`src/sv/mcv_pkg.sv`:
```
// Shared constants, register codes and beat types of the metronome click voice.
`timescale 1ns / 1ps

package mcv_pkg;

  localparam int SINE_TABLE_BITS_DEF = 10;
  localparam int SAMPLE_BITS         = 16;
  localparam int STEP_BITS           = 32;
  localparam int LEVEL_BITS          = 24;
  localparam int CFG_IDX_BITS        = 3;
  localparam int CFG_DATA_BITS       = 32;

  // Configuration register indexes
  localparam logic [CFG_IDX_BITS-1:0] REG_ACCENT_STEP   = 3'd0;
  localparam logic [CFG_IDX_BITS-1:0] REG_BEAT_STEP     = 3'd1;
  localparam logic [CFG_IDX_BITS-1:0] REG_ACCENT_LEVEL  = 3'd2;
  localparam logic [CFG_IDX_BITS-1:0] REG_BEAT_LEVEL    = 3'd3;
  localparam logic [CFG_IDX_BITS-1:0] REG_DECAY_FACTOR  = 3'd4;
  localparam logic [CFG_IDX_BITS-1:0] REG_SILENCE_LEVEL = 3'd5;

  // Register values after reset
  localparam logic [STEP_BITS-1:0]  ACCENT_STEP_RST   = 32'd78741067;
  localparam logic [STEP_BITS-1:0]  BEAT_STEP_RST     = 32'd39370534;
  localparam logic [LEVEL_BITS-1:0] ACCENT_LEVEL_RST  = 24'd8388608;
  localparam logic [LEVEL_BITS-1:0] BEAT_LEVEL_RST    = 24'd5872026;
  localparam logic [LEVEL_BITS-1:0] DECAY_FACTOR_RST  = 24'd16763236;
  localparam logic [LEVEL_BITS-1:0] SILENCE_LEVEL_RST = 24'd1678;

  // Number of result stages between the input and output handshakes
  localparam int PIPE_DEPTH = 3;

  typedef struct packed {
    logic                          click_start;
    logic                          accent;
    logic signed [SAMPLE_BITS-1:0] in_left;
    logic signed [SAMPLE_BITS-1:0] in_right;
  } frame_t;

  typedef struct packed {
    logic signed [SAMPLE_BITS-1:0] out_left;
    logic signed [SAMPLE_BITS-1:0] out_right;
    logic                          voice_on;
  } mix_t;

endpackage

```
`src/sv/mcv_sine_fill.sv`:
```
// Quarter-wave sine table builder: odd polynomial per entry on one shared multiplier.
`timescale 1ns / 1ps

module mcv_sine_fill #(
  parameter int SINE_TABLE_BITS = mcv_pkg::SINE_TABLE_BITS_DEF
) (
  input  logic                             clk,
  input  logic                             rst,
  output logic                             wr_en,
  output logic [SINE_TABLE_BITS:0]         wr_addr,
  output logic [mcv_pkg::LEVEL_BITS-1:0]   wr_data,
  output logic                             done
);

  localparam int QTR_LEN = 1 << SINE_TABLE_BITS;
  localparam int AW      = SINE_TABLE_BITS + 1;
  localparam int XSH     = 30 - SINE_TABLE_BITS;
  localparam int LB      = mcv_pkg::LEVEL_BITS;

  // Q2.30 coefficients of the odd polynomial
  localparam logic signed [33:0] C1 = 34'sd1686629713;
  localparam logic signed [33:0] C3 = 34'sd693598668;
  localparam logic signed [33:0] C5 = 34'sd85569306;
  localparam logic signed [33:0] C7 = 34'sd5026993;
  localparam logic signed [33:0] C9 = 34'sd172273;
  localparam logic [2:0]          LAST_TERM = 3'd4;

  typedef enum logic [5:0] {
    S_SQ   = 6'b000001,
    S_X2   = 6'b000010,
    S_MUL  = 6'b000100,
    S_ADD  = 6'b001000,
    S_OUT  = 6'b010000,
    S_DONE = 6'b100000
  } fill_state_t;

  function automatic logic signed [33:0] horner_coef(input logic [1:0] sel);
    logic signed [33:0] c;
    case (sel)
      2'd0:    c = -C7;
      2'd1:    c = C5;
      2'd2:    c = -C3;
      default: c = C1;
    endcase
    return c;
  endfunction

  fill_state_t        state;
  logic [AW-1:0]      k;
  logic [2:0]         term;
  logic signed [33:0] t;
  logic signed [31:0] x2;
  logic signed [65:0] prod;

  logic signed [31:0] x;
  logic signed [33:0] mul_a;
  logic signed [31:0] mul_b;
  logic signed [35:0] prod_sh;
  logic signed [33:0] fin;
  logic signed [33:0] fin_rnd;
  logic [27:0]        fin_q24;

  assign x       = signed'(32'(k) << XSH);
  assign mul_a   = (state == S_SQ) ? 34'(x) : t;
  assign mul_b   = ((state == S_SQ) || (term == LAST_TERM)) ? x : x2;
  assign prod_sh = prod[65:30];
  assign fin     = prod_sh[33:0];
  assign fin_rnd = fin + 34'sd32;
  assign fin_q24 = fin_rnd[33:6];

  always_ff @(posedge clk) begin
    if (rst) begin
      state <= S_SQ;
      k     <= '0;
      term  <= '0;
    end else begin
      unique case (state)
        S_SQ:  state <= S_X2;
        S_X2: begin
          term  <= '0;
          state <= S_MUL;
        end
        S_MUL: state <= (term == LAST_TERM) ? S_OUT : S_ADD;
        S_ADD: begin
          term  <= term + 3'd1;
          state <= S_MUL;
        end
        S_OUT: begin
          k     <= k + AW'(1);
          state <= (k == AW'(QTR_LEN)) ? S_DONE : S_SQ;
        end
        S_DONE: state <= S_DONE;
        default: state <= S_SQ;
      endcase
    end
  end

  always_ff @(posedge clk) begin
    if ((state == S_SQ) || (state == S_MUL)) begin
      prod <= mul_a * mul_b;
    end
    if (state == S_X2) begin
      x2 <= prod_sh[31:0];
      t  <= C9;
    end
    if (state == S_ADD) begin
      t <= horner_coef(term[1:0]) + prod_sh[33:0];
    end
  end

  always_comb begin
    if (fin <= 34'sd0) begin
      wr_data = '0;
    end else if (fin_q24 > 28'((1 << LB) - 1)) begin
      wr_data = '1;
    end else begin
      wr_data = fin_q24[LB-1:0];
    end
  end

  assign wr_en   = (state == S_OUT);
  assign wr_addr = k;
  assign done    = (state == S_DONE);

endmodule

```
`config.mk`:
```
export PLATFORM = sky130hd
export DESIGN_NAME = mcv_sine_fill
export DESIGN_NICKNAME = d
export VERILOG_FILES = /design/src/sv/mcv_pkg.sv /design/src/sv/mcv_sine_fill.sv
export SDC_FILE = /design/constraint.sdc
export NUM_CORES = 2
export LEC_CHECK = 0
export BUFFER_PORTS_ARGS = -buffer_cell sky130_fd_sc_hd__buf_2
export CELL_PAD_IN_SITES_DETAIL_PLACEMENT = 1
export CELL_PAD_IN_SITES_GLOBAL_PLACEMENT = 2
export CORE_UTILIZATION = 44
export DETAILED_ROUTE_END_ITERATION = 8
export GPL_TIMING_DRIVEN = 0
export PLACE_DENSITY = 0.92
export SYNTH_ARGS = -nofsm -noshare
export SYNTH_HDL_FRONTEND = slang
export SYNTH_SLANG_ARGS = --single-unit
```
`constraint.sdc`:
```
create_clock -name clk -period 10.33 [get_ports clk]
set_input_delay 1.5495 -clock clk [delete_from_list [all_inputs] [get_ports clk]]
set_output_delay 1.5495 -clock clk [all_outputs]
set_load 0.05 [all_outputs]
```
After elaboration in Yosys (flattened, before gate mapping)
Index checks and enable logic that the tools add are counted.
{"block": "totals", "regBits": 150, "elab_cells": 40, "inputBits": 2}
{"block": "op_classes", "add_sub_neg": 4, "eq_ne": 10, "n_reduce_logical": 5, "n_lt_le_gt_ge": 2, "muxes": 12, "mul": 1}
{"operator": "34-bit 2-to-1 mux", "count": 4}
{"operator": "34-bit case mux with 3 select lines", "count": 1}
{"operator": "34-bit by 32-bit multiplier with 64-bit output", "count": 1}
{"operator": "24-bit 2-to-1 mux", "count": 2}
{"operator": "34-bit adder", "count": 1}
{"operator": "34-bit by 7-bit adder with 34-bit output, second input constant", "count": 1}
{"operator": "34-bit by 1-bit less-or-equal comparator with 1-bit output, second input constant", "count": 1}
{"operator": "32-bit 2-to-1 mux", "count": 1}
{"operator": "6-bit case mux with 5 select lines", "count": 1}
{"operator": "28-bit by 24-bit > comparator with 1-bit output, second input constant", "count": 1}
{"operator": "11-bit by 1-bit adder with 11-bit output, second input constant", "count": 1}
{"operator": "11-bit == test, second input constant", "count": 1}
{"operator": "6-bit by 1-bit == test with 1-bit output, second input constant", "count": 1}
{"operator": "6-bit by 2-bit == test with 1-bit output, second input constant", "count": 1}
{"operator": "6-bit by 3-bit == test with 1-bit output, second input constant", "count": 1}
{"operator": "6-bit by 4-bit == test with 1-bit output, second input constant", "count": 1}
{"operator": "6-bit by 5-bit == test with 1-bit output, second input constant", "count": 1}
{"operator": "6-bit == test, second input constant", "count": 1}
{"operator": "6-bit 2-to-1 mux", "count": 1}
{"operator": "3-bit case mux with 2 select lines", "count": 1}
{"operator": "5-bit 2-to-1 mux", "count": 1}
{"operator": "3-bit by 1-bit adder with 3-bit output, second input constant", "count": 1}
{"operator": "3-bit == test, second input constant", "count": 1}
{"operator": "2-bit by 1-bit == test with 1-bit output, second input constant", "count": 1}
{"operator": "5 further kinds", "count": 6}

Longest topological paths before layout
{"block": "depth", "depth_word": 5, "depth_mapped": 35}

Least setup slack after synthesis
No wires, ideal clock.
{"block": "synth_path", "path_kind": "reg2reg", "from": "register term[1]", "to": "register prod[63], data pin", "n_path_buf": 4, "synth_period_minus_slack_ns": 9.057, "path_stages_with_launch": 31, "setup_ns": 0.260, "arrival_ns": 8.798, "slack_ns": 1.273, "cell_sequence": "dfxtp_1 -> inv_1 -> ha_1 -> a32oi_4 -> buf_2 -> buf_1 -> buf_2 -> clkbuf_1 -> and3_1 -> fa_1 -> fa_1 -> fa_1 -> inv_1 -> fa_1 -> inv_1 -> fa_1 -> fa_1 -> inv_1 -> fa_1 -> inv_1 -> fa_1 -> ha_1 -> a21o_1 -> a21o_1 -> a21o_1 -> a21o_1 -> a21oi_1 -> o21ai_0 -> a21o_1 -> a31oi_1 -> xnor2_1"}
{"block": "synth_between", "elab_chain_cells": 4}
{"element": "start: declaration", "line": "mcv_sine_fill.sv:50", "text": "logic [2:0] term;"}
{"element": "start signal: assignment", "line": "mcv_sine_fill.sv:85", "text": "term <= term + 3'd1;"}
{"element": "3-bit == test", "line": "mcv_sine_fill.sv:65", "text": "assign mul_b = ((state == S_SQ) || (term == LAST_TERM)) ? x : x2;"}
{"element": "1-bit logical OR", "line": "mcv_sine_fill.sv:65"}
{"element": "32-bit 2-to-1 mux", "line": "mcv_sine_fill.sv:65"}
{"element": "34-bit by 32-bit multiplier with 64-bit output", "line": "mcv_sine_fill.sv:100", "text": "prod <= mul_a * mul_b;"}
{"element": "end signal: assignment", "line": "mcv_sine_fill.sv:100"}
{"element": "end: declaration", "line": "mcv_sine_fill.sv:53", "text": "logic signed [65:0] prod;"}
No other way between the ends.
A chain may end at the register's enable or synchronous reset.

Final worst setup path
{"block": "layout_path", "from": "register term[0]", "to": "register prod[63], data pin"}
The elaborated chain is that of the path after synthesis.

==> impl_metrics.yaml <==
floorplan:
  fp-row-count: 114
  io_pins: 39
  fp.dieH_um: 314.8
  core_sq_um: 96850
  die_x_um: 314.8
  initial_core_util: 0.4445
  dieArea_sq_um: 99100
job:
  maxCapViolations: 0
route:
  routedWlPerCell_um: 30.47
  drc: 0
  wirelength_um: 182000
  antenna_left: 0
  viasPerCell: 5.887
  vias: 35150
  dr.pass1.iters: 5
  drtIter0Drc: 3395
setup_path:
  cp_common_cell: "fa_1"
  cp.required_ps: 10540
  worstPathMaxFanout: 10
  start_kind: "flop"
  critPathBufInv: 7
  max_stage_delay_ps: 640
  critPathCaptureType: "flop"
  cpLargestDelayFamily: "adder cells"
  arrival_ps: 10510
  crit_type: "flop to flop"
  crit_path_top_delay_cell: "clkbuf_1"
timing:
  rsz0062_at_grt: "yes"
  finalSetupViolations: 0
  skew_ps: 8.259
  fin_tns_setup_ps: 0
  relSlewSlack: 0.06475
  fin_ws_ps: 27.35
  max_freq_mhz: 97.06
  period_minus_slack_ps: 10300
  hold_viol_final: 0
  fin_crit_sh: 0.9974
  hold-worst-slack_ps: 493.8
  finalMaxSlewViolations: 0
  tightest_slew_ps: 1403
cts:
  root_buffer: "clkbuf_16"
  htree_levels: 4
  clk_pin_slew_worst_paths_ps: 60
  cts_buffers: 17
  hold_buffers: 0
  clock_latency_ps: 440
  clockBufferDepth: 2
  cts_tree: "built"
  cts_sinks: 120
synthesis:
  ys_seq_area_frac: 0.07905
  yosysUniqueCellTypes: 72
  synth.avg_cell_area_sq_um: 9.379
  synthesis.area_sq_um: 43050
  yosys_warnings: 0
  synth_common_cells: "fa_1, inv_1, nand2_1, nor2_1, and3_1"
  synthFlopType: "edfxtp_1"
  syn_nets: 5933
  synth-async-reset-ratio: 0
  synth-seq-cells: 120
  yosysTopAreaCell: "fa_1"
  post-synth-top-count-cell: "fa_1"
  synth_area_leaders: "fa_1, inv_1, edfxtp_1"
  synth_top_area_frac: 0.5218
  netlist_instances: 4590
  synth_edf_count: 100
global_routing:
  grt_pass1_vias: 38910
  grt_pass1_wl_um: 264900
  grt_overflow: 0
  antenna_found_initial: 11
  grt_max_degree: 35
  grt_usage: 0.3774
run_status:
  status: "finished clean"
cells_and_area:
  drive_gt1_frac: 0.06254
  final_net_count: 6015
  area_growth_pct: 7.315
  finish.utilization: 0.4770
place:
  pre_cts_slack_ps: -2246
  dp_hpwl_um: 152400
  place_congestion: 1.054
  port_buffers: 37
hold_path:
  min_path_type: "flop to flop"
sequential cells by signal, indices dropped and copies added, names as in the netlist:
register and flops:
prod 34, t 34, x2 32, wr_addr 11
state 6, term 3
worst paths after layout:
kind | from | end | slack [ps] | depth (start not counted)
worst max-delay path | term[0] | prod[63] | 30 | 27
worst min register to register | prod[37] | x2[7] | 490 | 0
worst min-delay path | prod[37] | x2[7] | 490 | 0
worst max register to register | term[0] | prod[63] | 30 | 27
per-stage QoR:
stage,area [sq um],std cells
5_1_grt,46180,5963
3_3_place_gp,44830,5903
4_1_cts,45950,5947
2_1_floorplan,43050,4590
3_5_place_dp,45040,5918
6_report,46200,5971
worst reg2reg max path, cell delays in order (launching register included):
cell and delay, ps:
dfxtp_1 440, inv_1 120, ha_1 310, a32oi_4 310, buf_6 240, buf_4 280
clkbuf_1 340, clkbuf_1 640, and3_1 280, fa_1 440, fa_1 520, inv_1 50
fa_1 480, inv_1 50, fa_1 500, fa_1 570, fa_1 530, fa_1 620
fa_1 510, ha_1 400, and3_1 250, nand3_2 290, nor4_1 320, o21ai_2 300
a2111o_1 600, nand2_2 180, a31oi_1 140, xnor2_2 350
repair_timing:
item	CTS	global route
gates resized for setup	138	55
pin swaps	6	5
endpoints found under the setup margin	34	24
buffers inserted	9	13
metal layers:
metal	global-route usage	vias to the layer above	share of wire
met2	0.5815	1969	0.44
li1	-	13880	-
met3	0.07710	603	0.097
met5	0	-	0.00051
met1	0.4792	18700	0.37
met4	0.2597	6	0.086
cells in the final DEF (no fill, tap or decap), drive strengths merged, types with 7 or more instances in the layout:
cell type	Yosys	routed
fa	1122	1122
inv	1036	1036
nand2	643	643
nor2	336	336
and3	275	275
ha	219	219
clkbuf	214	214
buf	35	114
a21oi	108	108
edfxtp	100	100
xnor2	65	65
xor2	47	47
and2	46	46
nand3	35	35
o21ai	33	33
a21o	28	28
dfxtp	20	20
mux2i	20	20
mux2	18	18
nand4	18	18
nor3	18	18
nor4	15	15
nor2b	12	12
a211oi	11	11
o21a	11	11
diode	0	10
nand2b	10	10
clkinvlp	0	9
o21bai	9	9
or3	7	7
o211ai	7	7
a31oi	7	7
final cells by class:
cell class                      instances  area [sq um]
Clock inverter                         15         142.6
Buffer                                237          1092
Antenna cell                           10         25.02
Inverter                             1036          3904
Clock buffer                           17         425.4
Timing Repair Buffer                   75         548.0
Multi-Input combinational cell       3185         35060
Fill cell                           11130         50650
Tap cell                             1276          1597
Sequential cell                       120          3403
cells by family after synthesis:
logic type	synth area share
DFF	0.07905
buffers and inverters	0.1128
and+or+nand+nor	0.1515
xor gates and xnor gates	0.02279
muxes	0.009358
adders and majority gates	0.5854
AOI/OAI and AO/OA	0.03906
Power is not shown: default switching activity piles up to over one toggle a cycle in this logic, so the estimate is an artifact.
